$ cat src/bpa_pkg.sv
// bpa_pkg: shared constants, codes and types of the buddy page allocator.
// No dependencies; used by the sequencer, the store and the top level.
package bpa_pkg;

  localparam int MAX_PAGES_DEF  = 1024;
  localparam int MAX_ORDERS_DEF = 11;
  localparam int PAGE_SHIFT_DEF = 12;

  // order values (0 to 31) and page tags share this width
  localparam int ORD_W = 5;
  localparam int TAG_W = 5;

  localparam logic [1:0] CMD_ALLOC   = 2'd0;
  localparam logic [1:0] CMD_RELEASE = 2'd1;
  localparam logic [1:0] CMD_RESERVE = 2'd2;

  localparam logic [2:0] ST_OK        = 3'd0;
  localparam logic [2:0] ST_NO_BLOCK  = 3'd1;
  localparam logic [2:0] ST_ZERO_SIZE = 3'd2;
  localparam logic [2:0] ST_OUTSIDE   = 3'd3;
  localparam logic [2:0] ST_NOT_ALLOC = 3'd4;
  localparam logic [2:0] ST_BAD_RANGE = 3'd5;

  localparam logic [1:0] CFG_HEAP_BASE  = 2'd0;
  localparam logic [1:0] CFG_HEAP_PAGES = 2'd1;
  localparam logic [1:0] CFG_ORDERS     = 2'd2;

  typedef struct packed {
    logic             mark_we;
    logic             mark_wd;
    logic             tag_we;
    logic [TAG_W-1:0] tag_wd;
  } bpa_mem_ctl_t;

  // smallest order whose block holds pc pages (pc >= 1): bit length of pc-1
  function automatic logic [3:0] ceil_order(input logic [10:0] pc);
    logic [10:0] v;
    logic [3:0]  r;
    v = pc - 11'd1;
    r = 4'd0;
    for (int b = 0; b < 11; b++) begin
      if (v[b]) r = 4'(b + 1);
    end
    return r;
  endfunction

endpackage

$ cat src/bpa_ifs.sv
// bpa_ifs: request and result channel interfaces of the buddy page allocator.
// Plain valid/ready channels; no package dependency.
interface bpa_in_if;
  logic        valid;
  logic        ready;
  logic [1:0]  command;
  logic [10:0] page_count;
  logic [47:0] release_address;
  logic [9:0]  range_first;
  logic [10:0] range_past_last;

  modport source (output valid, command, page_count, release_address, range_first,
                  range_past_last, input ready);
  modport sink (input valid, command, page_count, release_address, range_first,
                range_past_last, output ready);
endinterface

interface bpa_out_if;
  logic        valid;
  logic        ready;
  logic [2:0]  status;
  logic [47:0] block_address;
  logic [48:0] block_end_address;
  logic [3:0]  block_order;

  modport source (output valid, status, block_address, block_end_address, block_order,
                  input ready);
  modport sink (input valid, status, block_address, block_end_address, block_order,
                output ready);
endinterface

$ cat src/bpa_ctrl.sv
// bpa_ctrl: command sequencer of the buddy page allocator; scans, walks and writes
// the mark and tag memories, one request at a time. Depends on bpa_pkg and bpa_ifs.
module bpa_ctrl #(
  parameter int MAX_PAGES  = bpa_pkg::MAX_PAGES_DEF,
  parameter int MAX_ORDERS = bpa_pkg::MAX_ORDERS_DEF,
  parameter int PAGE_SHIFT = bpa_pkg::PAGE_SHIFT_DEF
) (
  input  logic                  clk,
  input  logic                  rst_n,
  bpa_in_if.sink                in_req,
  bpa_out_if.source             out_rsp,
  input  logic [47:0]           heap_base,
  input  logic [10:0]           heap_pages,
  input  logic [3:0]            orders_in_use,
  output bpa_pkg::bpa_mem_ctl_t mem_ctl,
  output logic [$clog2(MAX_ORDERS << $clog2(MAX_PAGES))-1:0] mark_waddr,
  output logic [$clog2(MAX_ORDERS << $clog2(MAX_PAGES))-1:0] mark_raddr,
  output logic [$clog2(MAX_PAGES)-1:0] tag_waddr,
  output logic [$clog2(MAX_PAGES)-1:0] tag_raddr,
  input  logic                  mark_rdata_r,
  input  logic [bpa_pkg::TAG_W-1:0] tag_rdata_r
);
  localparam int PW  = $clog2(MAX_PAGES);
  localparam int MD  = MAX_ORDERS << PW;
  localparam int AW  = $clog2(MD);
  localparam int KA  = (MAX_ORDERS > 1) ? $clog2(MAX_ORDERS) : 1;
  localparam int CW  = $clog2(MAX_PAGES + 1);
  localparam int NW  = ((CW > 11) ? CW : 11) + 1;
  localparam int KW  = bpa_pkg::ORD_W;
  localparam int TW  = bpa_pkg::TAG_W;

  typedef enum logic [13:0] {
    S_CLEAR   = 14'b00000000000001,
    S_IDLE    = 14'b00000000000010,
    S_DEC     = 14'b00000000000100,
    S_REL_CHK = 14'b00000000001000,
    S_TAG_RD  = 14'b00000000010000,
    S_TAG_CK  = 14'b00000000100000,
    S_SCAN_RD = 14'b00000001000000,
    S_SCAN_CK = 14'b00000010000000,
    S_RNG_SET = 14'b00000100000000,
    S_RNG_RUN = 14'b00001000000000,
    S_ANC     = 14'b00010000000000,
    S_UP_WR   = 14'b00100000000000,
    S_UP_CK   = 14'b01000000000000,
    S_ADDR    = 14'b10000000000000
  } state_t;

  // result waiting for the output register is flagged by done_r
  state_t          state_r, state_nxt;
  logic [AW-1:0]   clr_r, clr_nxt;
  logic [1:0]      cmd_r, cmd_nxt;
  logic [10:0]     pc_r, pc_nxt;
  logic [47:0]     addr_r, addr_nxt;
  logic [NW-1:0]   first_r, first_nxt, past_r, past_nxt, np_r, np_nxt;
  logic [KW-1:0]   no_r, no_nxt, ord_r, ord_nxt, k_r, k_nxt, kcnt_r, kcnt_nxt;
  logic [NW-1:0]   idx_r, idx_nxt, walk_r, walk_nxt, pos_r, pos_nxt, lim_r, lim_nxt;
  logic            val_r, val_nxt, rsv_r, rsv_nxt, mwe_r, mwe_nxt, bud_r, bud_nxt;
  logic [47:0]     off_r, off_nxt;
  logic [48:0]     start_r, start_nxt;
  logic            addr_ph_r, addr_ph_nxt;
  logic [2:0]      st_r, st_nxt;
  logic            blk_r, blk_nxt, done_r, done_nxt;
  logic [48:0]     end_r, end_nxt;
  logic            ov_r, ov_nxt;
  logic [2:0]      o_st_r, o_st_nxt;
  logic [47:0]     o_addr_r, o_addr_nxt;
  logic [48:0]     o_end_r, o_end_nxt;
  logic [3:0]      o_ord_r, o_ord_nxt;

  logic [KW-1:0]   ordc, sh;
  logic [NW-1:0]   lo_sub, hi_sub, lo_rsv, hi_rsv, np_cfg;
  logic [KW-1:0]   no_cfg;
  logic [47:0]     page;

  function automatic logic [AW-1:0] maddr(input logic [KW-1:0] k, input logic [NW-1:0] i);
    return AW'({k[KA-1:0], i[PW-1:0]});
  endfunction

  assign ordc   = KW'(bpa_pkg::ceil_order(pc_r));
  assign sh     = ord_r - k_r;
  assign lo_sub = idx_r << sh;
  assign hi_sub = ((lo_sub + (NW'(1) << sh)) > NW'(MAX_PAGES)) ? NW'(MAX_PAGES)
                                                               : lo_sub + (NW'(1) << sh);
  assign lo_rsv = first_r >> k_r;
  assign hi_rsv = ((past_r - NW'(1)) >> k_r) + NW'(1);
  assign np_cfg = (NW'(heap_pages) > NW'(MAX_PAGES)) ? NW'(MAX_PAGES) : NW'(heap_pages);
  assign no_cfg = (KW'(orders_in_use) > KW'(MAX_ORDERS)) ? KW'(MAX_ORDERS)
                                                         : KW'(orders_in_use);
  assign page   = off_r >> PAGE_SHIFT;

  assign in_req.ready          = (state_r == S_IDLE) && !done_r;
  assign out_rsp.valid         = ov_r;
  assign out_rsp.status        = o_st_r;
  assign out_rsp.block_address = o_addr_r;
  assign out_rsp.block_end_address = o_end_r;
  assign out_rsp.block_order   = o_ord_r;

  assign tag_raddr = idx_r[PW-1:0];

  always_comb begin
    state_nxt = state_r;   clr_nxt = clr_r;     cmd_nxt = cmd_r;     pc_nxt = pc_r;
    addr_nxt = addr_r;     first_nxt = first_r; past_nxt = past_r;   np_nxt = np_r;
    no_nxt = no_r;         ord_nxt = ord_r;     k_nxt = k_r;         kcnt_nxt = kcnt_r;
    idx_nxt = idx_r;       walk_nxt = walk_r;   pos_nxt = pos_r;     lim_nxt = lim_r;
    val_nxt = val_r;       rsv_nxt = rsv_r;     mwe_nxt = mwe_r;     bud_nxt = bud_r;
    off_nxt = off_r;       start_nxt = start_r; addr_ph_nxt = addr_ph_r;
    st_nxt = st_r;         blk_nxt = blk_r;     done_nxt = done_r;   end_nxt = end_r;
    o_st_nxt = o_st_r;     o_addr_nxt = o_addr_r; o_end_nxt = o_end_r; o_ord_nxt = o_ord_r;
    ov_nxt = ov_r && !out_rsp.ready;

    mem_ctl    = '0;
    mark_waddr = maddr(k_r, pos_r);
    mark_raddr = maddr(ord_r, pos_r);
    tag_waddr  = pos_r[PW-1:0];

    unique case (state_r)
      S_CLEAR: begin
        mem_ctl.mark_we = 1'b1;
        mark_waddr      = clr_r;
        mem_ctl.tag_we  = ({1'b0, clr_r} < (AW+1)'(MAX_PAGES));
        tag_waddr       = clr_r[PW-1:0];
        clr_nxt         = clr_r + AW'(1);
        if (clr_r == AW'(MD - 1)) begin
          state_nxt = S_IDLE;
        end
      end
      S_IDLE: begin
        if (in_req.valid && !done_r) begin
          cmd_nxt   = in_req.command;
          pc_nxt    = in_req.page_count;
          addr_nxt  = in_req.release_address;
          first_nxt = NW'(in_req.range_first);
          past_nxt  = NW'(in_req.range_past_last);
          np_nxt    = np_cfg;
          no_nxt    = no_cfg;
          st_nxt    = bpa_pkg::ST_OK;
          blk_nxt   = 1'b0;
          state_nxt = S_DEC;
        end
      end
      S_DEC: begin
        state_nxt = S_IDLE;
        done_nxt  = 1'b1;
        case (cmd_r)
          bpa_pkg::CMD_ALLOC: begin
            if (pc_r == 11'd0) begin
              st_nxt = bpa_pkg::ST_ZERO_SIZE;
            end else if (ordc >= no_r) begin
              st_nxt = bpa_pkg::ST_NO_BLOCK;
            end else begin
              ord_nxt   = ordc;
              pos_nxt   = '0;
              lim_nxt   = np_r >> ordc;
              done_nxt  = 1'b0;
              state_nxt = S_SCAN_RD;
            end
          end
          bpa_pkg::CMD_RELEASE: begin
            if (addr_r < heap_base) begin
              st_nxt = bpa_pkg::ST_OUTSIDE;
            end else begin
              off_nxt   = addr_r - heap_base;
              done_nxt  = 1'b0;
              state_nxt = S_REL_CHK;
            end
          end
          bpa_pkg::CMD_RESERVE: begin
            if (first_r > past_r || past_r > np_r) begin
              st_nxt = bpa_pkg::ST_BAD_RANGE;
            end else if (first_r != past_r) begin
              rsv_nxt   = 1'b1;
              mwe_nxt   = (no_r != '0);
              k_nxt     = '0;
              kcnt_nxt  = (no_r == '0) ? KW'(1) : no_r;
              done_nxt  = 1'b0;
              state_nxt = S_RNG_SET;
            end
          end
          default: st_nxt = bpa_pkg::ST_BAD_RANGE;
        endcase
      end
      S_REL_CHK: begin
        if (page >= 48'(np_r)) begin
          st_nxt    = bpa_pkg::ST_OUTSIDE;
          done_nxt  = 1'b1;
          state_nxt = S_IDLE;
        end else begin
          idx_nxt   = NW'(page);
          state_nxt = S_TAG_RD;
        end
      end
      S_TAG_RD: state_nxt = S_TAG_CK;
      S_TAG_CK: begin
        if (tag_rdata_r == '0 || tag_rdata_r > TW'(MAX_ORDERS)) begin
          st_nxt    = bpa_pkg::ST_NOT_ALLOC;
          done_nxt  = 1'b1;
          state_nxt = S_IDLE;
        end else begin
          ord_nxt   = KW'(tag_rdata_r - TW'(1));
          idx_nxt   = idx_r >> (tag_rdata_r - TW'(1));
          val_nxt   = 1'b0;
          rsv_nxt   = 1'b0;
          mwe_nxt   = 1'b1;
          k_nxt     = '0;
          kcnt_nxt  = KW'(tag_rdata_r);
          state_nxt = S_RNG_SET;
        end
      end
      S_SCAN_RD: begin
        if (pos_r >= lim_r) begin
          st_nxt    = bpa_pkg::ST_NO_BLOCK;
          done_nxt  = 1'b1;
          state_nxt = S_IDLE;
        end else begin
          state_nxt = S_SCAN_CK;
        end
      end
      S_SCAN_CK: begin
        if (!mark_rdata_r) begin
          idx_nxt   = pos_r;
          val_nxt   = 1'b1;
          rsv_nxt   = 1'b0;
          mwe_nxt   = 1'b1;
          k_nxt     = '0;
          kcnt_nxt  = ord_r + KW'(1);
          state_nxt = S_RNG_SET;
        end else begin
          pos_nxt   = pos_r + NW'(1);
          state_nxt = S_SCAN_RD;
        end
      end
      S_RNG_SET: begin
        pos_nxt   = rsv_r ? lo_rsv : lo_sub;
        lim_nxt   = rsv_r ? hi_rsv : hi_sub;
        state_nxt = S_RNG_RUN;
      end
      S_RNG_RUN: begin
        if (pos_r < lim_r) begin
          mem_ctl.mark_we = mwe_r;
          mem_ctl.mark_wd = rsv_r | val_r;
          mem_ctl.tag_we  = (k_r == '0);
          mem_ctl.tag_wd  = rsv_r ? TW'(1) : (val_r ? TW'(ord_r + KW'(1)) : '0);
          pos_nxt         = pos_r + NW'(1);
        end else if (k_r + KW'(1) >= kcnt_r) begin
          // last level swept: finish a reserve, else move on to the ancestor walk
          k_nxt    = ord_r;
          walk_nxt = idx_r;
          if (rsv_r) begin
            done_nxt  = 1'b1;
            state_nxt = S_IDLE;
          end else begin
            state_nxt = val_r ? S_ANC : S_UP_WR;
          end
        end else begin
          k_nxt     = k_r + KW'(1);
          state_nxt = S_RNG_SET;
        end
      end
      S_ANC: begin
        if (k_r < no_r) begin
          mem_ctl.mark_we = 1'b1;
          mem_ctl.mark_wd = 1'b1;
          mark_waddr      = maddr(k_r, walk_r);
          walk_nxt        = walk_r >> 1;
          k_nxt           = k_r + KW'(1);
        end else begin
          addr_ph_nxt = 1'b0;
          state_nxt   = S_ADDR;
        end
      end
      S_UP_WR: begin
        if (k_r < no_r) begin
          mem_ctl.mark_we = 1'b1;
          mem_ctl.mark_wd = 1'b0;
          mark_waddr      = maddr(k_r, walk_r);
          mark_raddr      = maddr(k_r, walk_r ^ NW'(1));
          bud_nxt         = ((walk_r ^ NW'(1)) < NW'(MAX_PAGES));
          state_nxt       = S_UP_CK;
        end else begin
          addr_ph_nxt = 1'b0;
          state_nxt   = S_ADDR;
        end
      end
      S_UP_CK: begin
        if (bud_r && mark_rdata_r) begin
          addr_ph_nxt = 1'b0;
          state_nxt   = S_ADDR;
        end else begin
          walk_nxt  = walk_r >> 1;
          k_nxt     = k_r + KW'(1);
          state_nxt = S_UP_WR;
        end
      end
      S_ADDR: begin
        if (!addr_ph_r) begin
          start_nxt   = 49'(heap_base) + (49'(idx_r << ord_r) << PAGE_SHIFT);
          addr_ph_nxt = 1'b1;
        end else begin
          end_nxt   = start_r + (49'(1) << (ord_r + KW'(PAGE_SHIFT)));
          blk_nxt   = 1'b1;
          done_nxt  = 1'b1;
          state_nxt = S_IDLE;
        end
      end
      default: state_nxt = S_CLEAR;
    endcase

    // hand the finished result to the output register once it is free
    if (done_r && (!ov_r || out_rsp.ready)) begin
      done_nxt   = 1'b0;
      ov_nxt     = 1'b1;
      o_st_nxt   = st_r;
      o_addr_nxt = blk_r ? start_r[47:0] : '0;
      o_end_nxt  = blk_r ? end_r : '0;
      o_ord_nxt  = blk_r ? ord_r[3:0] : '0;
    end
  end

  always_ff @(posedge clk) begin
    if (!rst_n) begin
      state_r <= S_CLEAR;
      clr_r   <= '0;
      done_r  <= 1'b0;
      ov_r    <= 1'b0;
    end else begin
      state_r <= state_nxt;
      clr_r   <= clr_nxt;
      done_r  <= done_nxt;
      ov_r    <= ov_nxt;
    end
  end

  always_ff @(posedge clk) begin
    cmd_r <= cmd_nxt;     pc_r <= pc_nxt;       addr_r <= addr_nxt;
    first_r <= first_nxt; past_r <= past_nxt;   np_r <= np_nxt;     no_r <= no_nxt;
    ord_r <= ord_nxt;     k_r <= k_nxt;         kcnt_r <= kcnt_nxt; idx_r <= idx_nxt;
    walk_r <= walk_nxt;   pos_r <= pos_nxt;     lim_r <= lim_nxt;   val_r <= val_nxt;
    rsv_r <= rsv_nxt;     mwe_r <= mwe_nxt;     bud_r <= bud_nxt;   off_r <= off_nxt;
    start_r <= start_nxt; addr_ph_r <= addr_ph_nxt; st_r <= st_nxt; blk_r <= blk_nxt;
    end_r <= end_nxt;     o_st_r <= o_st_nxt;   o_addr_r <= o_addr_nxt;
    o_end_r <= o_end_nxt; o_ord_r <= o_ord_nxt;
  end

endmodule

$ cat src/flat_wrapper.sv
// flat-port wrapper written by rule: the top's interface ports become plain ports
module bpa_ctrl_flat 
#(
  parameter int MAX_PAGES  = bpa_pkg::MAX_PAGES_DEF,
  parameter int MAX_ORDERS = bpa_pkg::MAX_ORDERS_DEF,
  parameter int PAGE_SHIFT = bpa_pkg::PAGE_SHIFT_DEF
)
  (clk, rst_n, heap_base, heap_pages, orders_in_use, mem_ctl, mark_waddr, mark_raddr, tag_waddr, tag_raddr, mark_rdata_r, tag_rdata_r, in_req_valid, in_req_command, in_req_page_count, in_req_release_address, in_req_range_first, in_req_range_past_last, in_req_ready, out_rsp_valid, out_rsp_status, out_rsp_block_address, out_rsp_block_end_address, out_rsp_block_order, out_rsp_ready);
  bpa_in_if in_req_i ();
  bpa_out_if out_rsp_i ();
  input  logic clk;
  input  logic rst_n;
  input  logic [47:0] heap_base;
  input  logic [10:0] heap_pages;
  input  logic [3:0] orders_in_use;
  output bpa_pkg::bpa_mem_ctl_t mem_ctl;
  output logic [$clog2(MAX_ORDERS << $clog2(MAX_PAGES))-1:0] mark_waddr;
  output logic [$clog2(MAX_ORDERS << $clog2(MAX_PAGES))-1:0] mark_raddr;
  output logic [$clog2(MAX_PAGES)-1:0] tag_waddr;
  output logic [$clog2(MAX_PAGES)-1:0] tag_raddr;
  input  logic mark_rdata_r;
  input  logic [bpa_pkg::TAG_W-1:0] tag_rdata_r;
  input wire logic [$bits(in_req_i.valid)-1:0] in_req_valid;
  input wire logic [$bits(in_req_i.command)-1:0] in_req_command;
  input wire logic [$bits(in_req_i.page_count)-1:0] in_req_page_count;
  input wire logic [$bits(in_req_i.release_address)-1:0] in_req_release_address;
  input wire logic [$bits(in_req_i.range_first)-1:0] in_req_range_first;
  input wire logic [$bits(in_req_i.range_past_last)-1:0] in_req_range_past_last;
  output wire logic [$bits(in_req_i.ready)-1:0] in_req_ready;
  output wire logic [$bits(out_rsp_i.valid)-1:0] out_rsp_valid;
  output wire logic [$bits(out_rsp_i.status)-1:0] out_rsp_status;
  output wire logic [$bits(out_rsp_i.block_address)-1:0] out_rsp_block_address;
  output wire logic [$bits(out_rsp_i.block_end_address)-1:0] out_rsp_block_end_address;
  output wire logic [$bits(out_rsp_i.block_order)-1:0] out_rsp_block_order;
  input wire logic [$bits(out_rsp_i.ready)-1:0] out_rsp_ready;
  assign in_req_i.valid = in_req_valid;
  assign in_req_i.command = in_req_command;
  assign in_req_i.page_count = in_req_page_count;
  assign in_req_i.release_address = in_req_release_address;
  assign in_req_i.range_first = in_req_range_first;
  assign in_req_i.range_past_last = in_req_range_past_last;
  assign in_req_ready = in_req_i.ready;
  assign out_rsp_valid = out_rsp_i.valid;
  assign out_rsp_status = out_rsp_i.status;
  assign out_rsp_block_address = out_rsp_i.block_address;
  assign out_rsp_block_end_address = out_rsp_i.block_end_address;
  assign out_rsp_block_order = out_rsp_i.block_order;
  assign out_rsp_i.ready = out_rsp_ready;
  bpa_ctrl #(.MAX_PAGES(MAX_PAGES), .MAX_ORDERS(MAX_ORDERS), .PAGE_SHIFT(PAGE_SHIFT)) u_core (.clk(clk), .rst_n(rst_n), .in_req(in_req_i), .out_rsp(out_rsp_i), .heap_base(heap_base), .heap_pages(heap_pages), .orders_in_use(orders_in_use), .mem_ctl(mem_ctl), .mark_waddr(mark_waddr), .mark_raddr(mark_raddr), .tag_waddr(tag_waddr), .tag_raddr(tag_raddr), .mark_rdata_r(mark_rdata_r), .tag_rdata_r(tag_rdata_r));
endmodule
$ cat config.mk
export PLATFORM = sky130hd
export DESIGN_NAME = bpa_ctrl_flat
export DESIGN_NICKNAME = d
export VERILOG_FILES = /design/src/bpa_pkg.sv /design/src/bpa_ifs.sv /design/src/bpa_ctrl.sv /design/src/flat_wrapper.sv
export SDC_FILE = /design/constraint.sdc
export NUM_CORES = 1
export LEC_CHECK = 0
export ABC_AREA = 1
export BUFFER_PORTS_ARGS = -buffer_cell sky130_fd_sc_hd__buf_2
export CAP_MARGIN = 10
export CORE_UTILIZATION = 44
export CTS_CLUSTER_DIAMETER = 100
export CTS_CLUSTER_SIZE = 28
export DETAILED_ROUTE_END_ITERATION = 12
export PLACE_DENSITY = 0.63
export SYNTH_ARGS = -nofsm -noshare
export SYNTH_HDL_FRONTEND = slang
export SYNTH_SLANG_ARGS = --single-unit
$ cat constraint.sdc
create_clock -name clk -period 11.6 [get_ports clk]
set_input_delay 2.32 -clock clk [delete_from_list [all_inputs] [get_ports clk]]
set_output_delay 2.32 -clock clk [all_outputs]
set_load 0.03 [all_outputs]
; ---- Yosys cells after proc, flatten, opt, wreduce, memory -nomap -nowiden
; Index checks and enable logic that the tools add are counted.
[op_classes]
shift = 8
magnitude_cmp = 15
n_mux = 133
n_reduce_logical = 49
n_bitwise = 5
add_sub_neg = 14
eq_ne = 46
[ops]
columns = op, count
row1 = $mux 12, 19
row2 = $pmux 14 s14, 1
row3 = $mux 14, 13
row4 = $mux 5, 23
row5 = $pmux 12 s3, 2
row6 = $add 48x49->49, 1
row7 = $add 49x49->49, 1
row8 = $shl 1x5->49 const A, 1
row9 = $lt 48x48->1, 1
row10 = $pmux 12 s4, 1
row11 = $sub 48x48->48, 1
row12 = $mux 4, 11
row13 = $pmux 14 s3, 1
row14 = $shl 12x5->37, 1
row15 = $ge 36x12->1, 1
row16 = $pmux 5 s6, 1
row17 = $eq 14x14->1 const B, 2
row18 = $pmux 14 s2, 1
row19 = $mux 1, 27
row20 = $mux 9, 3
row21 = $ne 2x2->1 const B, 13
row22 = $add 12x1->12 const B, 2
row23 = $mux 3, 8
row24 = $ne 2x1->1 const B, 12
row25 = 78 further kinds, 123
[word_totals]
reg_bits = 451
out_inout_bits = 162
word_cells = 304
inputBits = 155

; ---- Logic depth before layout (Yosys ltp)
[logic_depth]
ltp_word = 17
ltp_mapped = 32
ltp_nobuf = 29

; ---- Worst setup path before layout
; OpenSTA, ideal clock, no wires.
[synth_path]
path_type = input -> register
start = input in_req_valid
end = register u_core.addr_r[0], enable pin
required_ps = 10929
slack_ps = 2038
n_path_buf = 0
stages = 2
setup_ps = 671
t_arrival_ps = 8890
cell_sequence = inv_1 -> nor3_1
[synth_via]
elab_chain_len = 2
[synth_rtl]
columns = item, line
row1 = start: declaration, flat_wrapper.sv:23  ; input wire logic [$bits(in_req_i.valid)-1:0] in_req_valid;
row2 = $logic_and 1x1->1, bpa_ctrl.sv:129  ; if (in_req.valid && !done_r) begin
row3 = $reduce_and 2->1 (no source line), -
row4 = end signal: assignment, bpa_ctrl.sv:335  ; cmd_r <= cmd_nxt; pc_r <= pc_nxt; addr_r <= addr_nxt;
row5 = end: declaration, bpa_ctrl.sv:54  ; logic [47:0] addr_r, addr_nxt;
; Every way passes these cells.
; A chain may end at the register's enable or synchronous reset.

; ---- Worst setup path after layout
[layout_path]
start = register u_core.k_r[0]
end = output mark_raddr[6]
[layout_via]
elab_chain_len = 3
[layout_rtl]
columns = item, line
row1 = start: declaration, bpa_ctrl.sv:56  ; logic [KW-1:0] no_r, no_nxt, ord_r, ord_nxt, k_r, k_nxt, kcnt_r, kcnt_nxt;
row2 = start signal: assignment, bpa_ctrl.sv:337  ; ord_r <= ord_nxt; k_r <= k_nxt; kcnt_r <= kcnt_nxt; idx_r <= idx_nxt;
row3 = $lt 5x5->1, bpa_ctrl.sv:273  ; if (k_r < no_r) begin
row4 = $mux 14, bpa_ctrl.sv:273
row5 = $mux 14, bpa_ctrl.sv:117  ; unique case (state_r)
row6 = end: declaration, flat_wrapper.sv:18  ; output logic [$clog2(MAX_ORDERS << $clog2(MAX_PAGES))-1:0] mark_raddr;
; Every way passes these cells.

==> impl_metrics.csv <==
group,metric,value,unit
status,status,"finished clean",
power,irDropWorstVdd,0.160,mV
route,drtAntennaViolNets,0,
route,routedWlPerCell,20.2,um
route,first_pass_iters,6,
synth,synth_edf_count,407,
final_layout,layout-drive-gt1-share,11.7,%
sta,period_minus_slack,6.65,ns
cts,path_clk_slew,0.11,ns
cts,hold_buffers,0,
setup_path,r2r_cells,23,
floorplanning,num_rows,96,
setup_path,start_kind,"flip-flop",
sta,slew_violations,0,
final_layout,nets,4433,
route,post-route-drc-count,0,
floorplanning,die_h,265,um
floorplanning,dieArea,0.0703,mm2
sta,relSlewSlack,26.1,%
synth,synth_area,0.0305,mm2
sta,holdWs,0.472,ns
setup_path,max_stage_delay,0.84,ns
final_layout,synthToLayoutAreaGrowth,11.3,%
route,met1_length,46.5,mm
placed_design,dpl.hpwl,83.1,mm
route,top_layer_used,"met5",
global_routing,grt_max_degree,102,
synth,yosysTopAreaCellShare,40.1,%
sta,timing_hold_violations_final,0,
sta,tns,0,ns
sta,worst_clock_skew,0.0359,ns
run,maxCapViolations,0,
synth,synth_top_area_cell,"edfxtp_1",
final_layout,final_core_util,49.5,%
synth,synth_cells,3790,
floorplanning,pin_count,317,
route,wl_met2,43.1,mm
route,wl,101,mm
sta,period_share,57.3,%
floorplanning,die_w,265,um
synth,syn_area_per_cell,8.04,um2
cts,cts_sinks,437,
global_routing,antenna_found_initial,8,
route,vias,26891,
route,dr_wl_met3,8.68,mm
global_routing,grt_pass1_vias,24812,
route,drtIter0Drc,2739,
cts,cts-root-buf,"clkbuf_16",
final_layout,layout_common_cells,"nand2_1 (838), inv_1 (582), edfxtp_1 (407)",
setup_path,worstPathCellList,"buf_4 > inv_1 > nand2_1 > nand4_1 > nand3_1 > nor2_1 > inv_2 > a22oi_1 > buf_2",
synth,yosys_warnings,0,
setup_path,setup.worst_path.end_class,"primary output",
setup_path,critPathRequiredTime,9.28,ns
setup_path,slowest_stage,"nor2_1",
sta,rsz0062_at_grt,"no",
cts,post_cts_buffers,0,
placed_design,routabilityCongestion,1.01,
final_layout,design_area,0.0339,mm2
route,drt-vias-per-instance,5.36,
synth,syn_nets,4155,
hold_path,min-delay-path-class,"flip-flop to flip-flop",
hold_path,holdPathStages,2,
floorplanning,core_area,0.0686,mm2
synth,synth-seq-cells,437,
final_layout,fillers,6815,
global_routing,grt_pass1_wl,150,mm
setup_path,arrival,4.33,ns
placed_design,place_area,0.0330,mm2
final_layout,layout_commonest_cell,"nand2_1",
cts,cts_max_path_buffers,3,
synth,ys_seq_area_share,42.1,%
placed_design,port-buffer-count,316,
power,p_leak,0.0157,uW
sta,setup_violations,0,
synth,ys_types,70,
cts,cts_max_level,1,
cts,cts_resized,0,
cts,clock_latency,0.63,ns
synth,synthArstFlopShare,0,%
cts,cts_tree,"yes",
synth,ys.flop_type,"edfxtp_1",
floorplanning,start_util,44.5,%
cts,cts_made_buffers,25,
synth,synth_area_leaders,"edfxtp_1 (40%), nand2_1 (10%), ha_1 (8.5%)",
global_routing,grt-ovfl-total,0,
global_routing,track_usage,28.2,%
setup_path,critPathMaxFanout,29,
sta,max_freq,150,MHz
setup_path,critPathKind,"flip-flop to primary output",
sta,tightest_slew,1.11,ns
power,p_per_area,111,mW/mm2
-- Yosys cell counts (all sizes together), types with 13 or more instances --
cell type and count:
o21bai 14, o21ai 234, o22ai 17, o31ai 13
buf 35, o21a 13, clkbuf 58, dfxtp 30
nor4 22, mux2i 14, edfxtp 407, nor3 66
nand2 854, o211ai 30, a211oi 17, xnor2 53
a21oi 223, nand3 187, inv 601, nand4 43
xor2 88, nor2 401, a31oi 53, ha 206
o221ai 22
-- path summary, 6_finish.rpt --
check	start	end	slack, ns
max	u_core.k_r[0]	mark_raddr[6]	4.95
min	u_core.clr_r[4]	u_core.clr_r[4]	0.47
max reg2reg	u_core.ord_r[1]	u_core.lim_r[6]	5.57
min reg2reg	u_core.clr_r[4]	u_core.clr_r[4]	0.47
-- power by group --
group / switching, uW / leakage, uW / internal (uW)
Combinational: 648 / 0.0114 / 244
Sequential: 28.8 / 0.00394 / 1780
Clock: 614 / 0.000426 / 457
Total: 1290 / 0.0157 / 2480
-- sequential cells by signal, summed over array words and instances (netlist names), 4 cells and up --
register / count
u_core.no_r: 4
u_core.k_r: 5
u_core.end_r: 49
u_core.lim_r: 12
u_core.pc_r: 11
u_core.pos_r: 12
u_core.clr_r: 14
u_core.kcnt_r: 5
u_core.out_rsp.block_end_address: 49
u_core.ord_r: 5
u_core.idx_r: 12
u_core.state_r: 14
u_core.addr_r: 48
u_core.walk_r: 12
u_core.np_r: 11
u_core.out_rsp.block_order: 4
u_core.start_r: 49
u_core.first_r: 10
u_core.out_rsp.block_address: 48
u_core.past_r: 11
u_core.off_r: 36
-- cells by family after synthesis --
| family | share of synthesized area (%) |
|---|---|
| DFF | 42.1 |
| buffers and inverters | 8.89 |
| and+or+nand+nor | 22.3 |
| adders and majority gates | 8.72 |
| AOI/OAI and AO/OA | 13.3 |
| muxes | 0.460 |
| xor gates and xnor gates | 4.24 |
-- area by class of cell --
| cell class | count | area, um2 | share of cell area, % |
|---|---|---|---|
| Multi-Input combinational cell | 2652 | 15000 | 44.2 |
| Sequential cell | 437 | 12800 | 37.8 |
| Inverter | 608 | 2280 | 6.72 |
| Timing Repair Buffer | 344 | 1790 | 5.28 |
| Tap cell | 931 | 1160 | 3.43 |
| Clock buffer | 27 | 633 | 1.87 |
| Clock inverter | 16 | 256 | 0.756 |
| Antenna cell | 1 | 2.50 | 0.00737 |
-- stage by stage --
step / setup slack [ns] / total power (uW) / instances
4_1_cts: 5.10 / 3780 / 5015
5_1_grt: 4.82 / 3910 / 5016
3_5_place_dp: 5.72 / 2720 / 4972
3_3_place_gp: 5.78 / 2720 / 4972
6_report: 4.95 / 3770 / 5016
2_1_floorplan: 2.04 / 2440 / 3790
-- worst max-delay path: cells and delay by family (launching register included) --
kind	cells	cell delay, ns
AOI/OAI and AO/OA	1	0.22
buffers and inverters	4	1.24
and+or+nand+nor	4	1.59
DFF	1	0.64
-- layer usage --
metal  up-vias  global-route usage (%)
li1      13290                       -
met1     12402                    41.0
met2      1060                    42.8
met3       131                    4.99
met4         8                    8.01
met5         -                       0
Note: power is estimated with default switching activity, not from simulation.
